## config.mk

```make
export PLATFORM = sky130hd
export DESIGN_NAME = color_wheel_gradient_top
export DESIGN_NICKNAME = d
export VERILOG_FILES = /design/src/design/cwg_pkg.sv /design/src/design/cwg_palette_ram.sv /design/src/design/cwg_div.sv /design/src/design/color_wheel_gradient_top.sv
export SDC_FILE = /design/constraint.sdc
export NUM_CORES = 2
export LEC_CHECK = 0
export ABC_AREA = 1
export BUFFER_PORTS_ARGS = -buffer_cell sky130_fd_sc_hd__buf_2
export CAP_MARGIN = 40
export CORE_AREA = 2 2 602 454
export DETAILED_ROUTE_END_ITERATION = 10
export DIE_AREA = 0 0 604 456
export PLACE_DENSITY = 0.37
export SLEW_MARGIN = 40
export SYNTH_ARGS = -nofsm -noshare
export SYNTH_HDL_FRONTEND = slang
export SYNTH_SLANG_ARGS = --single-unit
```

## constraint.sdc

```tcl
create_clock -name clk -period 7.3 [get_ports clk]
set_input_delay 0.73 -clock clk [delete_from_list [all_inputs] [get_ports clk]]
set_output_delay 0.73 -clock clk [all_outputs]
set_load 0.01 [all_outputs]
```

## src/design/cwg_pkg.sv

```systemverilog
// Shared types and constants for the colour wheel gradient block.
// No dependencies; imported by every module of the block.
`default_nettype none

package cwg_pkg;

  // Channel and register widths
  localparam int CHAN_W      = 12;
  localparam int STEP_W      = 11;
  localparam int STEPV_W     = 10;
  localparam int PHASE_IN_W  = 16;
  localparam int DVD_W       = STEPV_W + CHAN_W;
  localparam int DIV_CNT_W   = 4;

  localparam logic [STEP_W-1:0] MAX_STEPS  = 11'd1024;
  localparam logic [STEP_W-1:0] STEP_RESET = 11'd16;
  localparam logic [STEP_W-1:0] STEP_MIN   = 11'd1;

  // Item operation codes
  typedef enum logic [1:0] {
    OP_APPEND = 2'd0,
    OP_TURN   = 2'd1,
    OP_QUERY  = 2'd2
  } op_t;

  // Query sequencer states
  typedef enum logic [2:0] {
    ST_IDLE,
    ST_MUL_A,
    ST_MUL_B,
    ST_LOAD,
    ST_DIV,
    ST_DONE
  } state_t;

  // One palette entry
  typedef struct packed {
    logic [CHAN_W-1:0] red;
    logic [CHAN_W-1:0] green;
    logic [CHAN_W-1:0] blue;
  } color_t;

endpackage

`default_nettype wire

```

## src/design/cwg_palette_ram.sv

```systemverilog
// Palette store: one write port, two registered read ports.
// Depends on cwg_pkg for the colour entry type.
`default_nettype none

module cwg_palette_ram import cwg_pkg::*; #(
  parameter int DEPTH  = 16,
  parameter int ADDR_W = 4
) (
  input  wire logic              clk,
  input  wire logic              wen,
  input  wire logic [ADDR_W-1:0] waddr,
  input  wire color_t            wdata,
  input  wire logic              ren,
  input  wire logic [ADDR_W-1:0] raddr_a,
  input  wire logic [ADDR_W-1:0] raddr_b,
  output color_t                 rdata_a,
  output color_t                 rdata_b
);

  color_t mem [DEPTH];

  // Write the appended colour
  always_ff @(posedge clk) begin
    if (wen) begin
      mem[waddr] <= wdata;
    end
  end

  // Read source and target entries into the output registers
  always_ff @(posedge clk) begin
    if (ren) begin
      rdata_a <= mem[raddr_a];
      rdata_b <= mem[raddr_b];
    end
  end

endmodule

`default_nettype wire

```

## src/design/cwg_div.sv

```systemverilog
// Restoring divider for one colour channel, one quotient bit per cycle.
// Depends on cwg_pkg; the quotient is known to fit CHAN_W bits.
`default_nettype none

module cwg_div import cwg_pkg::*; (
  input  wire logic              clk,
  input  wire logic              rst,
  input  wire logic              start,
  input  wire logic [DVD_W-1:0]  dividend,
  input  wire logic [STEP_W-1:0] divisor,
  output logic                   busy,
  output logic [CHAN_W-1:0]      quotient
);

  logic [DIV_CNT_W-1:0] cnt;
  logic [STEP_W-1:0]    rem;
  logic [CHAN_W-1:0]    shreg;
  logic [STEP_W:0]      trial;
  logic [STEP_W:0]      trial_sub;
  logic                 fits;

  // Trial subtraction of the divisor from the shifted remainder
  assign trial     = {rem, shreg[CHAN_W-1]};
  assign trial_sub = trial - {1'b0, divisor};
  assign fits      = (trial >= {1'b0, divisor});
  assign quotient  = shreg;

  // Control: count the quotient bits
  always_ff @(posedge clk) begin
    if (rst) begin
      busy <= 1'b0;
      cnt  <= '0;
    end else if (start) begin
      busy <= 1'b1;
      cnt  <= '0;
    end else if (busy) begin
      cnt <= cnt + 1'b1;
      if (cnt == DIV_CNT_W'(CHAN_W - 1)) begin
        busy <= 1'b0;
      end
    end
  end

  // Datapath: the high dividend bits start below the divisor
  always_ff @(posedge clk) begin
    if (start) begin
      rem   <= STEP_W'(dividend[DVD_W-1:CHAN_W]);
      shreg <= dividend[CHAN_W-1:0];
    end else if (busy) begin
      rem   <= fits ? trial_sub[STEP_W-1:0] : trial[STEP_W-1:0];
      shreg <= {shreg[CHAN_W-2:0], fits};
    end
  end

endmodule

`default_nettype wire

```

## src/design/color_wheel_gradient_top.sv

```systemverilog
// Colour wheel gradient: palette store, index arithmetic and blend sequencer.
// Depends on cwg_pkg, cwg_palette_ram and cwg_div.
//
// Cyclic colour palette with linear blending between neighbouring colours.
// An append word or a turn word gives no result and leaves the block ready for
// the next word. A query word steps the block through its multiply, load, divide
// and done states, paced by the 12-step restoring dividers (one per channel, run
// side by side) that divide the channel difference times the step position by
// the step count; a query on an empty palette goes straight to done. The result
// register lets the block take the next word while a result waits to be
// taken. step_count may only be written while no query is in progress.
// The palette needs no clearing after reset.
`default_nettype none

module color_wheel_gradient_top import cwg_pkg::*; #(
  parameter int PALETTE_DEPTH = 16,
  parameter int PHASE_BITS    = 16
) (
  input  wire logic                  clk,
  input  wire logic                  rst,
  input  wire logic                  cfg_wen,
  input  wire logic [STEP_W-1:0]     cfg_wdata,
  input  wire logic                  item_valid,
  output logic                       item_stall,
  input  wire logic [1:0]            op,
  input  wire logic [CHAN_W-1:0]     color_red,
  input  wire logic [CHAN_W-1:0]     color_green,
  input  wire logic [CHAN_W-1:0]     color_blue,
  input  wire logic [PHASE_IN_W-1:0] phase,
  output logic                       result_valid,
  input  wire logic                  result_stall,
  output logic [CHAN_W-1:0]          out_red,
  output logic [CHAN_W-1:0]          out_green,
  output logic [CHAN_W-1:0]          out_blue,
  output logic                       palette_empty
);

  localparam int AW = $clog2(PALETTE_DEPTH);
  localparam int CW = AW + 1;
  localparam int P  = PHASE_BITS;

  state_t state, state_next;

  logic [STEP_W-1:0] step_count;
  logic [CW-1:0]     colour_count;
  logic [P-1:0]      wheel_position;
  logic [P-1:0]      sum;
  logic [STEP_W-1:0] steps;
  logic [P+CW-1:0]   prod_src;
  logic [STEPV_W-1:0] step_pos;
  logic              empty_q;
  logic [2:0]        neg;
  logic [CHAN_W-1:0] base [3];

  logic                  item_acc;
  logic                  palette_full;
  logic                  mem_we;
  logic                  rd_en;
  logic                  div_start;
  logic                  out_load;
  logic                  out_take;
  logic [P+PHASE_IN_W-1:0] phase_wide;
  logic [P-1:0]          phase_ext;
  logic [STEP_W-1:0]     steps_eff;
  logic [AW-1:0]         src_addr;
  logic [CW-1:0]         src_inc;
  logic [AW-1:0]         dst_addr;
  logic [P+STEP_W-1:0]   prod_step;
  color_t                wr_color;
  color_t                rd_src;
  color_t                rd_dst;
  logic [CHAN_W-1:0]     src_ch [3];
  logic [CHAN_W-1:0]     dst_ch [3];
  logic [CHAN_W:0]       diff_ch [3];
  logic [CHAN_W:0]       mag_wide [3];
  logic [DVD_W-1:0]      dvd_ch [3];
  logic [CHAN_W-1:0]     quo_ch [3];
  logic [CHAN_W-1:0]     res_ch [3];
  logic [2:0]            div_busy;

  // Handshake
  assign item_stall   = (state != ST_IDLE);
  assign item_acc     = item_valid && (state == ST_IDLE);
  assign out_take     = result_valid && !result_stall;
  assign palette_full = (colour_count >= CW'(PALETTE_DEPTH));

  // Fold the phase word onto the fraction width
  assign phase_wide = {{P{1'b0}}, phase};
  assign phase_ext  = phase_wide[P-1:0];

  // Clamp the configured step count into its working range
  always_comb begin
    if (step_count == '0) begin
      steps_eff = STEP_MIN;
    end else if (step_count > MAX_STEPS) begin
      steps_eff = MAX_STEPS;
    end else begin
      steps_eff = step_count;
    end
  end

  // Source entry, target entry with wrap, and step within the segment
  assign src_addr  = prod_src[P +: AW];
  assign src_inc   = {1'b0, src_addr} + 1'b1;
  assign dst_addr  = (src_inc == colour_count) ? '0 : src_inc[AW-1:0];
  assign prod_step = (P + STEP_W)'(prod_src[P-1:0]) * (P + STEP_W)'(steps);

  // Sequencer
  always_ff @(posedge clk) begin
    if (rst) begin
      state <= ST_IDLE;
    end else begin
      state <= state_next;
    end
  end

  always_comb begin
    state_next = state;
    mem_we     = 1'b0;
    rd_en      = 1'b0;
    div_start  = 1'b0;
    out_load   = 1'b0;
    unique case (state)
      ST_IDLE: begin
        if (item_acc) begin
          case (op)
            OP_APPEND: mem_we = !palette_full;
            OP_QUERY:  state_next = (colour_count == '0) ? ST_DONE : ST_MUL_A;
            default: ;
          endcase
        end
      end
      ST_MUL_A: state_next = ST_MUL_B;
      ST_MUL_B: begin
        rd_en      = 1'b1;
        state_next = ST_LOAD;
      end
      ST_LOAD: begin
        div_start  = 1'b1;
        state_next = ST_DIV;
      end
      ST_DIV: begin
        if (!(|div_busy)) begin
          state_next = ST_DONE;
        end
      end
      ST_DONE: begin
        if (!result_valid || !result_stall) begin
          out_load   = 1'b1;
          state_next = ST_IDLE;
        end
      end
      default: state_next = ST_IDLE;
    endcase
  end

  // Configuration register
  always_ff @(posedge clk) begin
    if (rst) begin
      step_count <= STEP_RESET;
    end else if (cfg_wen) begin
      step_count <= cfg_wdata;
    end
  end

  // Colour count and wheel position
  always_ff @(posedge clk) begin
    if (rst) begin
      colour_count   <= '0;
      wheel_position <= '0;
    end else begin
      if (mem_we) begin
        colour_count <= colour_count + 1'b1;
      end
      if (item_acc && (op == OP_TURN)) begin
        wheel_position <= wheel_position + phase_ext;
      end
    end
  end

  // Index arithmetic: latch the query, then two registered multiplies
  always_ff @(posedge clk) begin
    if (item_acc && (op == OP_QUERY)) begin
      sum     <= wheel_position + phase_ext;
      steps   <= steps_eff;
      empty_q <= (colour_count == '0);
    end
    if (state == ST_MUL_A) begin
      prod_src <= (P + CW)'(sum) * (P + CW)'(colour_count);
    end
    if (state == ST_MUL_B) begin
      step_pos <= prod_step[P +: STEPV_W];
    end
  end

  // Palette store
  assign wr_color = '{red: color_red, green: color_green, blue: color_blue};

  cwg_palette_ram #(
    .DEPTH  (PALETTE_DEPTH),
    .ADDR_W (AW)
  ) u_ram (
    .clk     (clk),
    .wen     (mem_we),
    .waddr   (colour_count[AW-1:0]),
    .wdata   (wr_color),
    .ren     (rd_en),
    .raddr_a (src_addr),
    .raddr_b (dst_addr),
    .rdata_a (rd_src),
    .rdata_b (rd_dst)
  );

  assign src_ch[0] = rd_src.red;
  assign src_ch[1] = rd_src.green;
  assign src_ch[2] = rd_src.blue;
  assign dst_ch[0] = rd_dst.red;
  assign dst_ch[1] = rd_dst.green;
  assign dst_ch[2] = rd_dst.blue;

  // Per-channel blend: divide the magnitude, then restore the sign
  for (genvar c = 0; c < 3; c++) begin : g_chan
    assign diff_ch[c]  = {1'b0, dst_ch[c]} - {1'b0, src_ch[c]};
    assign mag_wide[c] = diff_ch[c][CHAN_W] ? (~diff_ch[c] + 1'b1) : diff_ch[c];
    assign dvd_ch[c]   = DVD_W'(step_pos) * DVD_W'(mag_wide[c][CHAN_W-1:0]);
    assign res_ch[c]   = neg[c] ? (base[c] - quo_ch[c]) : (base[c] + quo_ch[c]);

    // Hold the source value and sign while the divider runs
    always_ff @(posedge clk) begin
      if (state == ST_LOAD) begin
        base[c] <= src_ch[c];
        neg[c]  <= diff_ch[c][CHAN_W];
      end
    end

    cwg_div u_div (
      .clk      (clk),
      .rst      (rst),
      .start    (div_start),
      .dividend (dvd_ch[c]),
      .divisor  (steps),
      .busy     (div_busy[c]),
      .quotient (quo_ch[c])
    );
  end

  // Result register
  always_ff @(posedge clk) begin
    if (rst) begin
      result_valid <= 1'b0;
    end else if (out_load) begin
      result_valid <= 1'b1;
    end else if (out_take) begin
      result_valid <= 1'b0;
    end
  end

  always_ff @(posedge clk) begin
    if (out_load) begin
      out_red       <= empty_q ? '0 : res_ch[0];
      out_green     <= empty_q ? '0 : res_ch[1];
      out_blue      <= empty_q ? '0 : res_ch[2];
      palette_empty <= empty_q;
    end
  end

  // Checks
  a_count_bound: assert property (@(posedge clk) disable iff (rst)
    colour_count <= CW'(PALETTE_DEPTH))
    else $error("colour count beyond palette depth");

  a_div_idle: assert property (@(posedge clk) disable iff (rst)
    state == ST_IDLE |-> !(|div_busy))
    else $error("divider busy while sequencer idle");

  a_result_src: assert property (@(posedge clk) disable iff (rst)
    $rose(result_valid) |-> $past(state) == ST_DONE)
    else $error("result raised outside the finish state");

  a_empty_black: assert property (@(posedge clk) disable iff (rst)
    (result_valid && palette_empty) |->
      (out_red == '0 && out_green == '0 && out_blue == '0))
    else $error("empty palette result is not black");

endmodule

`default_nettype wire
```

==> flow_summary_export.csv <==
group,metric,value,unit
floorplan,row_count,165,
critical_path,critPathLaunchType,"register",
critical_path,worstPathArrival,7.37,ns
placement,placedCellCount,11200,
routing,route.detailed.drc,0,
synth,netlist_area,67100,um2
critical_path,crit_buf_inv,4,
global_routing,grt_start_max_net_pins,180,
floorplan,core_area,269000,um2
floorplan,num_io_pins,109,
synth,synth-edff-count,848,
floorplan,die_area,275000,um2
synth,syn_nets,8626,
critical_path,path_class,"reg -> reg",
synth,synth-seq-cells,902,
routing,ant_nets,0,
synth,avgSynthCellArea,8.64,um2
clock_network,cts_root_buffer,"clkbuf_16",
final_layout,fin_nets,8641,
synth,async_flop_share,0,%
critical_path,cpPeakStageDelay,0.54,ns
final_layout,syn2layout_area_growth,13.3,%
final_layout,fillers,28600,
placement,placed_cell_area,72300,um2
final_layout,drive_gt1_share,7.07,%
global_routing,grt_use_total,17.9,%
global_routing,grt_pass1_vias,53700,
clock_network,clock_latency,0.78,ns
sta,finalHoldViolations,0,
outcome,outcome,"completed",
critical_path,r2r-start,"u_ram.rdata_a[12]",
routing,wl,249,mm
sta,rsz0062_at_grt,"yes",
sta,slew_headroom,41.3,%
final_layout,stdcell_count,11500,
final_layout,design_area,76000,um2
critical_path,end_kind,"register",
synth,synthCells,7759,
synth,ys_top_cells_by_count,"1473 x nand2_1, 1205 x inv_1, 848 x edfxtp_1",
sta,fmax,145,MHz
global_routing,grt_pass1_wl,367,mm
clock_network,cts_sinks,902,
sta,post-route-period-util,94.8,%
sta,fin_crit,6.92,ns
sta,final_max_slew_viol_count,0,
routing,via_count,53900,
clock_network,clk_pin_slew_worst_paths,0.06,ns
floorplan,initial_core_util,24.9,%
final_layout,final_util,28.3,%
clock_network,cts_tree,"yes",
sta,setup_viol,0,
routing,drt-initial-drc-count,4429,
critical_path,crit_fanout,7,
routing,drt_pass1_iterations,8,
sta,skew,0.0764,ns
placement,place_congestion,0.839,
synth,synthFlopType,"edfxtp_1",
synth,yosysSeqAreaShare,39.6,%
sta,finalWorstSetupSlack,0.382,ns
critical_path,critical-path-top-delay-family,"adder cells",
global_routing,antenna_found_initial,35,
critical_path,crit_slowest_cell,"fa_1",
critical_path,required,7.75,ns
placement,dp_slack,0.0778,ns
placement,portBuffers,108,
synth,synth_top_area_cell,"edfxtp_1",
critical_path,path_common_cell,"nand2_1",
critical_path,crit_path_start,"u_ram.rdata_a[12]",
routing,viasPerCell,4.71,
routing,wl_per_cell,21.7,um
worst_hold_path,min-delay-start,"cfg_wdata[4]",
floorplan,die_w,604,um
clock_network,hold_buffers,0,
sta,tightest_slew,0.880,ns
synth,yosysTopAreaCellShare,38.0,%
synth,yosys_warnings,0,
placement,dp_hpwl,167,mm
synth,ys_types,53,
worst_hold_path,min_path_type,"in -> reg",
clock_network,htree_levels,3,
clock_network,cts_buffers,108,
synth,yosysMostFrequentCell,"nand2_1",
global_routing,grt_overflow_total,0,
floorplan,die_h,456,um
flow_run,maxCapViolCount,0,
synth,synth.area.top_cells,"edfxtp_1 38%, fa_1 12%, nand2_1 8.2%, ha_1 7.3%, inv_1 6.7%",
clock_network,clockBufferDepth,3,
-- registers in the layout (all words and copies together) (netlist names), 16 cells and up --
register / count
g_chan.u_div.quotient: 36
prod_src: 20
sum: 16
u_ram.mem: 576
wheel_position: 16
u_ram.rdata_b: 36
g_chan.u_div.rem: 33
u_ram.rdata_a: 36
base: 36
-- final cells by class --
type | instances | area (um2) | area share [%]
flip-flops and latches | 902 | 26600 | 34.9
clock buffers | 149 | 2960 | 3.89
diodes | 6 | 15.0 | 0.0198
clock inverters | 52 | 479 | 0.631
inverters | 1223 | 4610 | 6.07
well taps | 3590 | 4490 | 5.91
repair buffers | 268 | 2080 | 2.73
multi-input cells | 5270 | 34800 | 45.8
repair inverters | 1 | 5.00 | 0.00659
-- worst reg2reg max path: cells and delay by family (launching register included) --
kind                     cells  cell delay (ns)
buffers and inverters        4             0.26
flip-flops                   1             0.41
AND/OR/NAND/NOR             17             2.08
adder cells (fa/ha/maj)      8             3.54
AO/OA/AOI/OAI                3             0.32
-- cell families (layout without fill, tap and decap cells) --
| logic type | count (synthesis) | in the layout | synth area share [%] |
|---|---|---|---|
| other | 0 | 6 | 0 |
| xor gates and xnor gates | 153 | 153 | 2.00 |
| DFF | 902 | 902 | 39.6 |
| adders and majority gates | 797 | 797 | 19.4 |
| muxes | 1 | 1 | 0.0149 |
| AOI/OAI and AO/OA | 1264 | 1264 | 10.5 |
| buffers and inverters | 1587 | 1693 | 9.12 |
| and+or+nand+nor | 3055 | 3055 | 19.4 |
-- metal layers --
metal / vias to the layer above / global-route usage, % / share of wire, % / wire length, um
li1: 25700 / - / - / -
met1: 26500 / 25.7 / 48 / 120000
met2: 1396 / 28.5 / 45 / 111000
met3: 278 / 2.36 / 5.0 / 12400
met4: 10 / 3.68 / 2.0 / 5020
met5: - / 0 / 0.027 / 68
-- stage by stage --
| step | setup TNS [ns] | hold slack (ns) |
|---|---|---|
| 4_1_cts | 0 | 0.155 |
| 6_report | 0 | 0.226 |
| 3_5_place_dp | 0 | 0.444 |
| 5_1_grt | -0.196 | 0.201 |
| 3_3_place_gp | 0 | 0.434 |
| 2_1_floorplan | 0 | 0.426 |
-- what timing repair did --
action	in CTS	in global routing
setup endpoints to repair	0	33
setup buffers	0	8
resized for setup	0	58
-- cell usage in the layout, fill, tap and decap left out, drive strengths merged, types with 48 or more instances in the layout --
| cell type | synthesis | layout |
|---|---|---|
| a21oi | 494 | 494 |
| buf | 122 | 268 |
| clkbuf | 242 | 149 |
| clkinv | 7 | 54 |
| dfxtp | 54 | 54 |
| edfxtp | 848 | 848 |
| fa | 408 | 408 |
| ha | 389 | 389 |
| inv | 1216 | 1215 |
| nand2 | 1479 | 1479 |
| nand3 | 730 | 730 |
| nand3b | 75 | 75 |
| nand4 | 60 | 60 |
| nor2 | 645 | 645 |
| o2111ai | 58 | 58 |
| o21ai | 529 | 529 |
| xnor2 | 48 | 48 |
| xor2 | 105 | 105 |
-- final timing paths --
kind	endpoint	slack, ns	cells past startpoint
worst min-delay path	step_count[4]	0.23	3
worst min register to register	base[0][2]	0.45	0
worst max register to register	g_chan[1].u_div.rem[8]	0.38	32
worst max-delay path	g_chan[1].u_div.rem[8]	0.38	32
Power is not shown: default switching activity piles up to over one toggle a cycle in this logic, so the estimate is an artifact.
